## src/rtl/htbd_pkg.sv

```systemverilog
// Package: shared types and constants for the huffman tree bit decoder.
`default_nettype none
package htbd_pkg;
   localparam int MAX_NODES = 511;
   localparam int STACK_DEPTH = 256;
   localparam int MAX_FILES = 16;
   localparam int NODE_W = $clog2(MAX_NODES);
   localparam int SP_W = $clog2(STACK_DEPTH + 1);
   localparam int STK_AW = $clog2(STACK_DEPTH);
   localparam int QA_W = (MAX_FILES > 1) ? $clog2(MAX_FILES) : 1;
   localparam int QC_W = $clog2(MAX_FILES + 1);
   localparam logic [7:0] CODE_INTERNAL = 8'h30;
   localparam logic [7:0] CODE_LEAF = 8'h31;
   localparam logic [1:0] KIND_TREE = 2'd0;
   localparam logic [1:0] KIND_COUNT = 2'd1;
   localparam logic [1:0] KIND_DATA = 2'd2;
   localparam logic [1:0] KIND_EOS = 2'd3;
   localparam logic [2:0] ST_OK = 3'd0;
   localparam logic [2:0] ST_BAD_CODE = 3'd1;
   localparam logic [2:0] ST_MISUSE = 3'd2;
   localparam logic [2:0] ST_QFULL = 3'd3;
   localparam logic [2:0] ST_INCOMPLETE = 3'd4;
   localparam int CMD_DEPTH = 2;

   typedef struct packed {
      logic [1:0]  kind;
      logic [7:0]  node_code;
      logic [7:0]  leaf_symbol;
      logic [31:0] file_length;
      logic [7:0]  data_byte;
   } req_type;

   typedef struct packed {
      logic        out_kind;
      logic [7:0]  symbol;
      logic [15:0] file_index;
      logic        file_end;
      logic [2:0]  status;
      logic        last;
   } rsp_type;
endpackage
`default_nettype wire

```

## src/rtl/htbd_cmd_fifo.sv

```systemverilog
// Short command queue between the front and back parts.
`default_nettype none
module htbd_cmd_fifo import htbd_pkg::*; (
   input  wire logic    clock,
   input  wire logic    reset,
   input  wire logic    push,
   input  req_type      push_data,
   output logic         full,
   input  wire logic    pop,
   output req_type      pop_data,
   output logic         empty
);
   req_type mem_ff [CMD_DEPTH];
   logic [$clog2(CMD_DEPTH)-1:0] wp_ff, rp_ff;
   logic [$clog2(CMD_DEPTH+1)-1:0] cnt_ff;

   assign full = (cnt_ff == ($clog2(CMD_DEPTH+1))'(CMD_DEPTH));
   assign empty = (cnt_ff == '0);
   assign pop_data = mem_ff[rp_ff];

   always_ff @(posedge clock) begin
      if (push && !full) begin
         mem_ff[wp_ff] <= push_data;
      end
      if (reset) begin
         wp_ff <= '0;
         rp_ff <= '0;
         cnt_ff <= '0;
      end else begin
         if (push && !full) wp_ff <= wp_ff + 1'b1;
         if (pop && !empty) rp_ff <= rp_ff + 1'b1;
         cnt_ff <= cnt_ff + ($clog2(CMD_DEPTH+1))'(push && !full)
                   - ($clog2(CMD_DEPTH+1))'(pop && !empty);
      end
   end
endmodule
`default_nettype wire

```

## config.mk

```make
export PLATFORM = sky130hd
export DESIGN_NAME = htbd_cmd_fifo
export DESIGN_NICKNAME = d
export VERILOG_FILES = /design/src/rtl/htbd_pkg.sv /design/src/rtl/htbd_cmd_fifo.sv
export SDC_FILE = /design/constraint.sdc
export NUM_CORES = 1
export LEC_CHECK = 0
export BUFFER_PORTS_ARGS = -buffer_cell sky130_fd_sc_hd__buf_4
export CORE_MARGIN = 2
export CORE_UTILIZATION = 30
export CTS_CLUSTER_SIZE = 24
export DETAILED_ROUTE_END_ITERATION = 8
export HOLD_SLACK_MARGIN = 0.02
export SETUP_SLACK_MARGIN = 0.5
export SLEW_MARGIN = 20
export SYNTH_ARGS = -nofsm -noshare
export SYNTH_HDL_FRONTEND = slang
export SYNTH_SLANG_ARGS = --single-unit
```

## constraint.sdc

```tcl
create_clock -name clock -period 6.22 [get_ports clock]
set_clock_uncertainty 0.05 [all_clocks]
set_input_delay 1.555 -clock clock [delete_from_list [all_inputs] [get_ports clock]]
set_output_delay 1.555 -clock clock [all_outputs]
set_load 0.01 [all_outputs]
```

; ---- Word-level counts from Yosys, hierarchy flattened
; Memories as Yosys holds them, arrays and structs flattened. A register that Yosys moved wholly into a read port is not among the register bits.
; Cells that the tools add are included.
[word_totals]
register_bits = 4
ramBits = 116
memories = 1
word_cells = 18
[classes]
n_reduce_logical = 5
addsub = 4
n_eq_ne = 1
muxes = 4
[mem_list]
columns = memory, depth, word_bits, rd, rd_ports_with_merged_regs, write_ports, line_no
row1 = mem_ff, 2, 58, 1, 1, 1, htbd_cmd_fifo.sv:13  ; req_type mem_ff [CMD_DEPTH];
[op_table]
columns = op, n
row1 = 1-bit two-way mux, 4
row2 = 1-bit adder (second input constant), 2
row3 = 2-bit by 1-bit adder with 2-bit output, 1
row4 = 2-bit == test (second input constant), 1
row5 = 1-bit logical AND, 2
row6 = 1-bit zero test, 2
row7 = 2-bit zero test, 1
row8 = 2-bit by 1-bit subtractor with 2-bit output, 1

; ---- Logic depth before layout (Yosys ltp)
; Gate-level depths: netlist (run 1).
[depth]
ltp_word = 5
mapped_depth = 8
ltp_nobuf = 8

; ---- Worst setup path before layout (run 1)
; OpenSTA, ideal clock, no wires.
[synth_path]
path_kind = input -> register
startpoint = input port push
endpoint = memory mem_ff[0][0] (netlist bit), enable pin
setup_slack_ns = 2.673
path_stages = 3
required_time_ns = 5.758
setup_time_ns = 0.412
arrival_ns = 3.085
path_cell_list = inv_1 > or3_1 > inv_1
[synth_between]
elab_chain_len = 3
[synth_lines]
columns = item, line_no
row1 = start: declaration, htbd_cmd_fifo.sv:6  ; input wire logic push,
row2 = 1-bit logical AND, htbd_cmd_fifo.sv:22  ; if (push && !full) begin
row3 = 1-bit two-way mux, htbd_cmd_fifo.sv:22
row4 = 1-bit two-way mux (not written as such), htbd_cmd_fifo.sv:23  ; mem_ff[wp_ff] <= push_data;
row5 = end: declaration, htbd_cmd_fifo.sv:13
; No other way between the ends.

==> results.yml, run 1 <==
hold_path:
  min_from: "wp_ff"
  min_path_cells: 2
  hp-class: "register to register"
place:
  port_buffers: 121
  hpwl_mm: 5.065
  gp_congestion: 0.6272
routing:
  drt_iter0_markers: 118
  num_vias: 2272
  via_per_inst: 4.200
  routedWlPerCell_um: 14.66
  wl_mm: 7.933
  ant_nets: 0
  drc: 0
  firstDrtPassIters: 4
critical_path:
  crit_required_ps: 4620
  cp_cell_sequence: "buf_4, mux2_2, buf_4"
  cpPeakStageDelay_ps: 750
  cp_max_fo: 32
  cp_common_cell: "buf_4"
  cp.depth: 3
  reg2reg_from: "cnt_ff[0]"
  crit_family: "flip-flops"
  path_class: "register to output pin"
  reg2regPathDepth: 5
  critPathBufInv: 2
  cp.arrival_ps: 2240
  start_kind: "register"
  cpMaxStageDelayCell: "dfxtp_2"
  rr_endpoint: "mem_ff[0][26]"
  r2r_slack_ps: 3870
  end_kind: "output pin"
  endpoint: "pop_data[2]"
synthesis:
  yosys_warnings: 0
  netlist_instances: 207
  yosys.area.top_type: "edfxtp_1"
  synth_top_area_share_pct: 78.89
  synth-seq-area-share_pct: 81.16
  ys_seq_elements: 121
  synthArstFlopShare_pct: 0
  synthTopCellsByArea: "edfxtp_1, mux2_2, dfxtp_1"
  syn_area_per_cell_um2: 21.33
  synth.distinct_cells: 23
  synth.most_common_cell: "edfxtp_1"
  syn_nets: 271
  synth.cell_area_mm2: 0.004415
  synth_edf_count: 116
  synthFlopType: "edfxtp_1"
  synth.top_cells.by_count: "edfxtp_1, mux2_2, dfxtp_1, nor2_1"
power:
  p_leak_nw: 2.277
  internal_power_mw: 1.973
  swShare_pct: 25.31
  p_comb_share_pct: 24.4
  vdd_drop_max_mv: 0.2235
  clock_power_share_pct: 34.2
  switching_power_mw: 0.6688
  seqPwrFrac_pct: 41.4
  power_per_cell_area_mw_per_mm2: 434.6
global_routing:
  grt_use_total_pct: 10.61
  overflow: 0
  antenna_found_initial: 0
  first_global_vias: 2446
  grt_pass1_wl_mm: 12.39
  grt_max_degree: 33
finish:
  area_growth_pct: 37.69
  nFillCells: 1312
  antenna_cells: 0
  nNetsFinal: 408
  drive_above_1_share_pct: 59.10
clocking:
  clock_latency_ps: 400
  clock_path_buffers: 2
  numCtsBuffers: 17
  cts_tree: "yes"
  htree_num_levels: 4
  clock_sinks: 121
  hold_buffers: 0
  postCtsSetupBuffers: 0
  clkTransAtPathRegs_ps: 50
  post_cts_resized: 0
  cts_root_buf: "clkbuf_16"
timing:
  setup_tns_ps: 0
  worst_hold_slack_ps: 435.9
  slew_headroom_pct: 49.94
  tightest_slew_ps: 750.9
  slew_viol_final: 0
  rsz0062_at_grt: "false"
  timing.final.crit_period_ps: 3845
  min_period_over_period_pct: 61.82
  final-setup-viol-count: 0
  final_hold_viol_count: 0
  timing.fmax_mhz: 260.1
floorplanning:
  rows: 44
  start_util_pct: 30.50
  ioPinCount: 122
  die_x_um: 125.3
  core_area_mm2: 0.01448
  dieHeight_um: 125.3
  dieArea_mm2: 0.01571
status:
  status: "finished clean"
job:
  drv_cap: 0
worst min path at each step:
| stage | to | slack (ps) |
|---|---|---|
| floorplan | wp_ff | 400 |
| global placement | wp_ff | 420 |
| detailed placement | wp_ff | 440 |
| CTS | wp_ff | 440 |
| global route | wp_ff | 460 |
| finish | wp_ff | 440 |
power groups by stage:
stage,registers [mW],clock network [mW],logic (mW)
after floorplan,1.08,0,0.383
after global placement,1.11,0,0.654
after detailed placement,1.11,0,0.660
after CTS,1.10,0.924,0.663
after global routing,1.11,0.964,0.702
final,1.10,0.903,0.644
layer usage:
layer	global-route usage [%]	up-vias	wire, um
met5	0	-	0
met4	6.078	0	178
met3	4.193	13	450
met2	17.23	68	4033
met1	11.89	1109	3271
li1	-	1082	-
worst reg2reg max path, cell delays in order, from the launching register on:
cell      delay [ps]
dfxtp_1          370
nand2b_2         170
inv_2             50
or3_1            340
inv_2            520
buf_4            500
cells by family after synthesis:
kind of cell | Yosys count | synth area share, %
AO/OA/AOI/OAI | 3 | 0.3966
XOR/XNOR | 2 | 0.3968
adder cells (fa/ha/maj) | 2 | 0.5666
buffers and inverters | 10 | 1.360
flip-flops | 121 | 81.16
multiplexers | 58 | 14.79
AND/OR/NAND/NOR | 11 | 1.332
per-stage QoR:
| step | util (%) | setup WS [ps] | instance area [um^2] | cells | power (mW) |
|---|---|---|---|---|---|
| 2_1_floorplan | - | 2673 | 4415 | 207 | 1.465 |
| 3_3_place_gp | 38.21 | 2664 | 5533 | 509 | 1.764 |
| 3_5_place_dp | 38.21 | 2626 | 5533 | 509 | 1.774 |
| 4_1_cts | 41.99 | 2284 | 6080 | 541 | 2.686 |
| 5_1_grt | 41.99 | 2185 | 6080 | 541 | 2.777 |
| 6_report | 41.99 | 2375 | 6080 | 541 | 2.642 |
cell type report:
type,count,area [um^2],area share [%]
Tap cell,184,230.2,3.787
Clock buffer,22,444.2,7.306
Inverter,4,15.01,0.2470
Sequential cell,121,3585,58.96
Clock inverter,10,102.6,1.688
Multi-Input combinational cell,76,772.0,12.70
Timing Repair Buffer,124,930.9,15.31
state kept, by name, indices dropped and copies added, names as in the netlist, named ones only:
name    cells
cnt_ff      2
mem_ff    116
rp_ff       1
wp_ff       1
placed cells by master, fill, tap and decap left out, drive strengths merged, types with 2 or more instances in the layout:
| cell | count |
|---|---|
| edfxtp | 116 |
| ha | 2 |
| clkbuf | 22 |
| inv | 4 |
| nor2 | 4 |
| clkinv | 6 |
| clkinvlp | 2 |
| mux2 | 58 |
| dfxtp | 5 |
| bufinv | 2 |
| buf | 124 |
(Power assumes the default switching activity.)
==> run 2: changes to the inputs <==
Clock period 6.22 ns to 3.6 ns, I/O delays scaled along.
==> run 2 against run 1 <==
Effect of this change:
- worst setup slack got worse by 1700 ps
- total power rose by 81%
- flip-flop and latch count did not move
- hold slack improved by 27 ps
- critical endpoint is now pop_data[19]
- largest power group unchanged
==> results.yml, run 2 (synthesis results as in run 1) <==
global_routing:
  first_global_vias: 2545
  overflow: 0
  grt_use_total_pct: 10.76
  grt_max_degree: 36
  antenna_found_initial: 0
  grt_pass1_wl_mm: 12.56
finish:
  antenna_cells: 0
  nFillCells: 1282
  nNetsFinal: 408
  drive_above_1_share_pct: 60.22
  largest_registers: "mem_ff: 116 flops, cnt_ff: 2 flops"
  final_common_cell: "buf_4"
  final_cell_mix: "buf_4, edfxtp_1, mux2_2"
  largest_reg_flops: 116
  area_growth_pct: 40.21
  top_register: "mem_ff"
  utilization_pct: 42.76
floorplanning:
  ioPinCount: 122
  dieHeight_um: 125.3
  dieArea_mm2: 0.01571
  start_util_pct: 30.50
  core_area_mm2: 0.01448
  die_x_um: 125.3
  rows: 44
routing:
  num_vias: 2349
  routedWlPerCell_um: 14.89
  wl_mm: 8.056
  drt_iter0_markers: 132
  drc: 0
  firstDrtPassIters: 4
  ant_nets: 0
  via_per_inst: 4.342
power:
  internal_power_mw: 3.603
  swShare_pct: 24.50
  seqPwrFrac_pct: 39.5
  p_leak_nw: 2.324
  p_comb_share_pct: 24.1
  power_per_cell_area_mw_per_mm2: 770.9
  clock_power_share_pct: 36.4
  vdd_drop_max_mv: 0.3451
  switching_power_mw: 1.169
  p_total_mw: 4.772
place:
  port_buffers: 121
  hpwl_mm: 5.222
  gp_congestion: 0.6667
timing:
  timing.fmax_mhz: 341.9
  final-setup-viol-count: 0
  min_period_over_period_pct: 81.23
  tightest_slew_ps: 653.5
  slew_headroom_pct: 56.43
  setup_tns_ps: 0
  timing.final.crit_period_ps: 2924
  final_hold_viol_count: 0
  slew_viol_final: 0
  rsz0062_at_grt: "false"
clocking:
  htree_num_levels: 4
  cts_root_buf: "clkbuf_16"
  clock_latency_ps: 410
  clock_sinks: 121
  post_cts_resized: 0
  clock_path_buffers: 2
  cts_tree: "yes"
  numCtsBuffers: 17
  hold_buffers: 0
  clkTransAtPathRegs_ps: 50
  postCtsSetupBuffers: 0
critical_path:
  path_class: "register to output pin"
  start_kind: "register"
  cp_max_fo: 35
  cp.arrival_ps: 1970
  cpMaxStageDelayCell: "dfxtp_2"
  crit_required_ps: 2650
  end_kind: "output pin"
  cp_cell_sequence: "buf_12, mux2_2, buf_4"
  cpPeakStageDelay_ps: 710
hold_path:
  hp-class: "register to register"
status:
  status: "finished clean"
job:
  drv_cap: 0
run 2: final timing paths:
check | start | endpoint | slack [ps] | cells past startpoint
worst max-delay path | register | pop_data[19] | 680 | 3
worst min-delay path | wp_ff | wp_ff | 460 | 2
worst max register to register | cnt_ff[0] | mem_ff[0][20] | 1550 | 5
worst min register to register | wp_ff | wp_ff | 460 | 2
run 2: area by class of cell:
class,count,area (um^2),share of cell area (%)
Clock buffer,25,505.5,8.165
Timing Repair Buffer,124,968.4,15.64
Multi-Input combinational cell,76,772.0,12.47
Inverter,4,15.01,0.2425
Tap cell,184,230.2,3.719
Clock inverter,7,115.1,1.859
Sequential cell,121,3585,57.90
run 2: layer usage:
| metal | vias to the layer above | share of wire, % | global-route usage (%) |
|---|---|---|---|
| li1 | 1082 | - | - |
| met1 | 1177 | 41 | 12.06 |
| met2 | 77 | 51 | 17.23 |
| met3 | 13 | 6.2 | 4.664 |
| met4 | 0 | 2.3 | 6.078 |
| met5 | - | 0 | 0 |
run 2: worst max-delay path, delay by kind of cell (launching register included):
kind / cells / cell delay, ps
buf+inv: 2 / 440
mux: 1 / 370
flops: 1 / 710
run 2: metrics by stage:
| step | area [um^2] | hold slack (ps) | setup slack, ps | instances |
|---|---|---|---|---|
| after floorplan | 4415 | 401.5 | 708.1 | 207 |
| after global placement | 5570 | 427.3 | 1029 | 509 |
| after detailed placement | 5570 | 452.1 | 1021 | 509 |
| after CTS | 6191 | 459.4 | 617.3 | 541 |
| after global routing | 6191 | 476.3 | 536.8 | 541 |
| final | 6191 | 463.3 | 675.6 | 541 |
run 2: power groups by stage:
stage          logic, mW  clock network [mW]  registers (mW)
6_report            1.15                1.74            1.89
2_1_floorplan      0.663                   0            1.87
5_1_grt             1.25                1.85            1.91
3_3_place_gp        1.17                   0            1.91
4_1_cts             1.18                1.78            1.89
3_5_place_dp        1.17                   0            1.92
==> run 3: changes to the inputs <==
Clock period 3.6 ns to 2.6 ns, I/O delays scaled along.
==> run 3 against run 2 <==
Effect of this change:
- core utilization is 0.35 points higher
- critical path depth unchanged
- clock-buffer cell count shrank 1
- first-iteration DRC count decreased by 9.1%
- combinational power is 52% higher
- sequential power increased by 37%
==> results.yml, run 3 (synthesis results as in run 1) <==
status:
  status: "finished clean"
power:
  p_leak_nw: 2.334
  vdd_drop_max_mv: 0.4907
  power_per_cell_area_mw_per_mm2: 1060
floorplanning:
  ioPinCount: 122
  core_area_mm2: 0.01448
  dieArea_mm2: 0.01571
  rows: 44
  dieHeight_um: 125.3
  die_x_um: 125.3
  start_util_pct: 30.50
timing:
  tightest_slew_ps: 377.8
  rsz0062_at_grt: "true"
  final_hold_viol_count: 0
  slew_viol_final: 0
  slew_headroom_pct: 74.81
  setup_tns_ps: 0
  final-setup-viol-count: 0
  timing.final.crit_period_ps: 2228
  timing.fmax_mhz: 448.8
  layout_setup_ws_ps: 371.9
  min_period_over_period_pct: 85.70
routing:
  via_per_inst: 4.255
  drc: 0
  wl_mm: 8.441
  num_vias: 2319
  drt_iter0_markers: 120
  firstDrtPassIters: 5
  routedWlPerCell_um: 15.49
  ant_nets: 0
place:
  dp.cells: 511
  port_buffers: 121
  hpwl_mm: 5.196
  post_dp_cell_area_mm2: 0.005582
  gp_congestion: 0.6632
  pre_cts_ws_ps: 556.4
finish:
  final_cell_area_mm2: 0.006241
  largest_registers: "mem_ff: 116 flops, cnt_ff: 2 flops"
  nNetsFinal: 412
  drive_above_1_share_pct: 60.11
  top_register: "mem_ff"
  antenna_cells: 0
  layout.cells.non_filler: 545
  final_common_cell: "buf_4"
  area_growth_pct: 41.34
  largest_reg_flops: 116
  final_cell_mix: "buf_4, edfxtp_1, mux2_2"
  utilization_pct: 43.10
critical_path:
  cp.arrival_ps: 1530
  reg2regPathDepth: 5
  start_kind: "register"
  reg2reg_from: "cnt_ff[0]"
  end_kind: "output pin"
  path_class: "register to output pin"
  cp_max_fo: 15
  crit_required_ps: 1900
job:
  drv_cap: 0
clocking:
  htree_num_levels: 4
  hold_buffers: 0
  cts_tree: "yes"
  clock_path_buffers: 2
  postCtsSetupBuffers: 0
  clock_latency_ps: 400
  clock_sinks: 121
  clkTransAtPathRegs_ps: 50
  numCtsBuffers: 17
  cts_root_buf: "clkbuf_16"
global_routing:
  antenna_found_initial: 0
  grt_pass1_wl_mm: 12.59
  grt_max_degree: 59
  grt_use_total_pct: 10.89
  overflow: 0
  first_global_vias: 2502
hold_path:
  min_from: "push_data[13]"
  hp-class: "primary input to register"
  min_path_cells: 1
run 3: changes by cell type in the layout (fill, tap and decap cells not counted), sizes merged:
cell | before | now
clkbuf | 25 | 26
inv | 4 | 3
clkinv | 2 | 3
clkinvlp | 2 | 3
buf | 124 | 126
run 3: worst max-delay path, stage by stage (launching register included):
cell	delay, ps
dfxtp_4	420
clkbuf_16	210
mux2_2	350
buf_4	150
run 3: path summary, 6_finish.rpt:
path / slack (ps) / end
max: 370 / pop_data[20]
min: 380 / mem_ff[0][13]
max reg2reg: 840 / mem_ff[0][2]
min reg2reg: 450 / wp_ff
run 3: report_power, final:
part           leakage, nW  internal [mW]  total, mW  switching [mW]
Sequential            1.13           2.49       2.58          0.0881
Clock                0.278           1.52       2.29           0.762
Combinational        0.930          0.957       1.75           0.794
Total                 2.33           4.97       6.62            1.64
run 3: cell type report:
class                   instances  area (um^2)
inverters                       4        18.77
clock inverters                 8        120.1
fillers                      1318         8238
repair buffers                128         1046
multi-input cells              76        777.0
clock buffers                  24        461.7
flip-flops and latches        121         3587
well taps                     184        230.2
run 3: per-layer routing:
layer  global-route usage, %  up-vias  part of all wire (%)
met5                       0        -                     0
li1                        -     1094                     -
met4                   5.882        0                   2.2
met3                   4.193       16                   5.2
met1                   12.22     1138                    41
met2                   17.93       71                    51
run 3: what timing repair did:
| item | in CTS | in global routing |
|---|---|---|
| gates cloned | 0 | 2 |
| resized for setup | 6 | 1 |
| setup endpoints to repair | 58 | 58 |
run 3: through the flow:
stage	hold WS, ps	power, mW
final	377.7	6.617
after global routing	354.3	6.938
after floorplan	406.1	3.509
after global placement	437.8	4.264
after detailed placement	438.7	4.293
after CTS	352.0	6.666
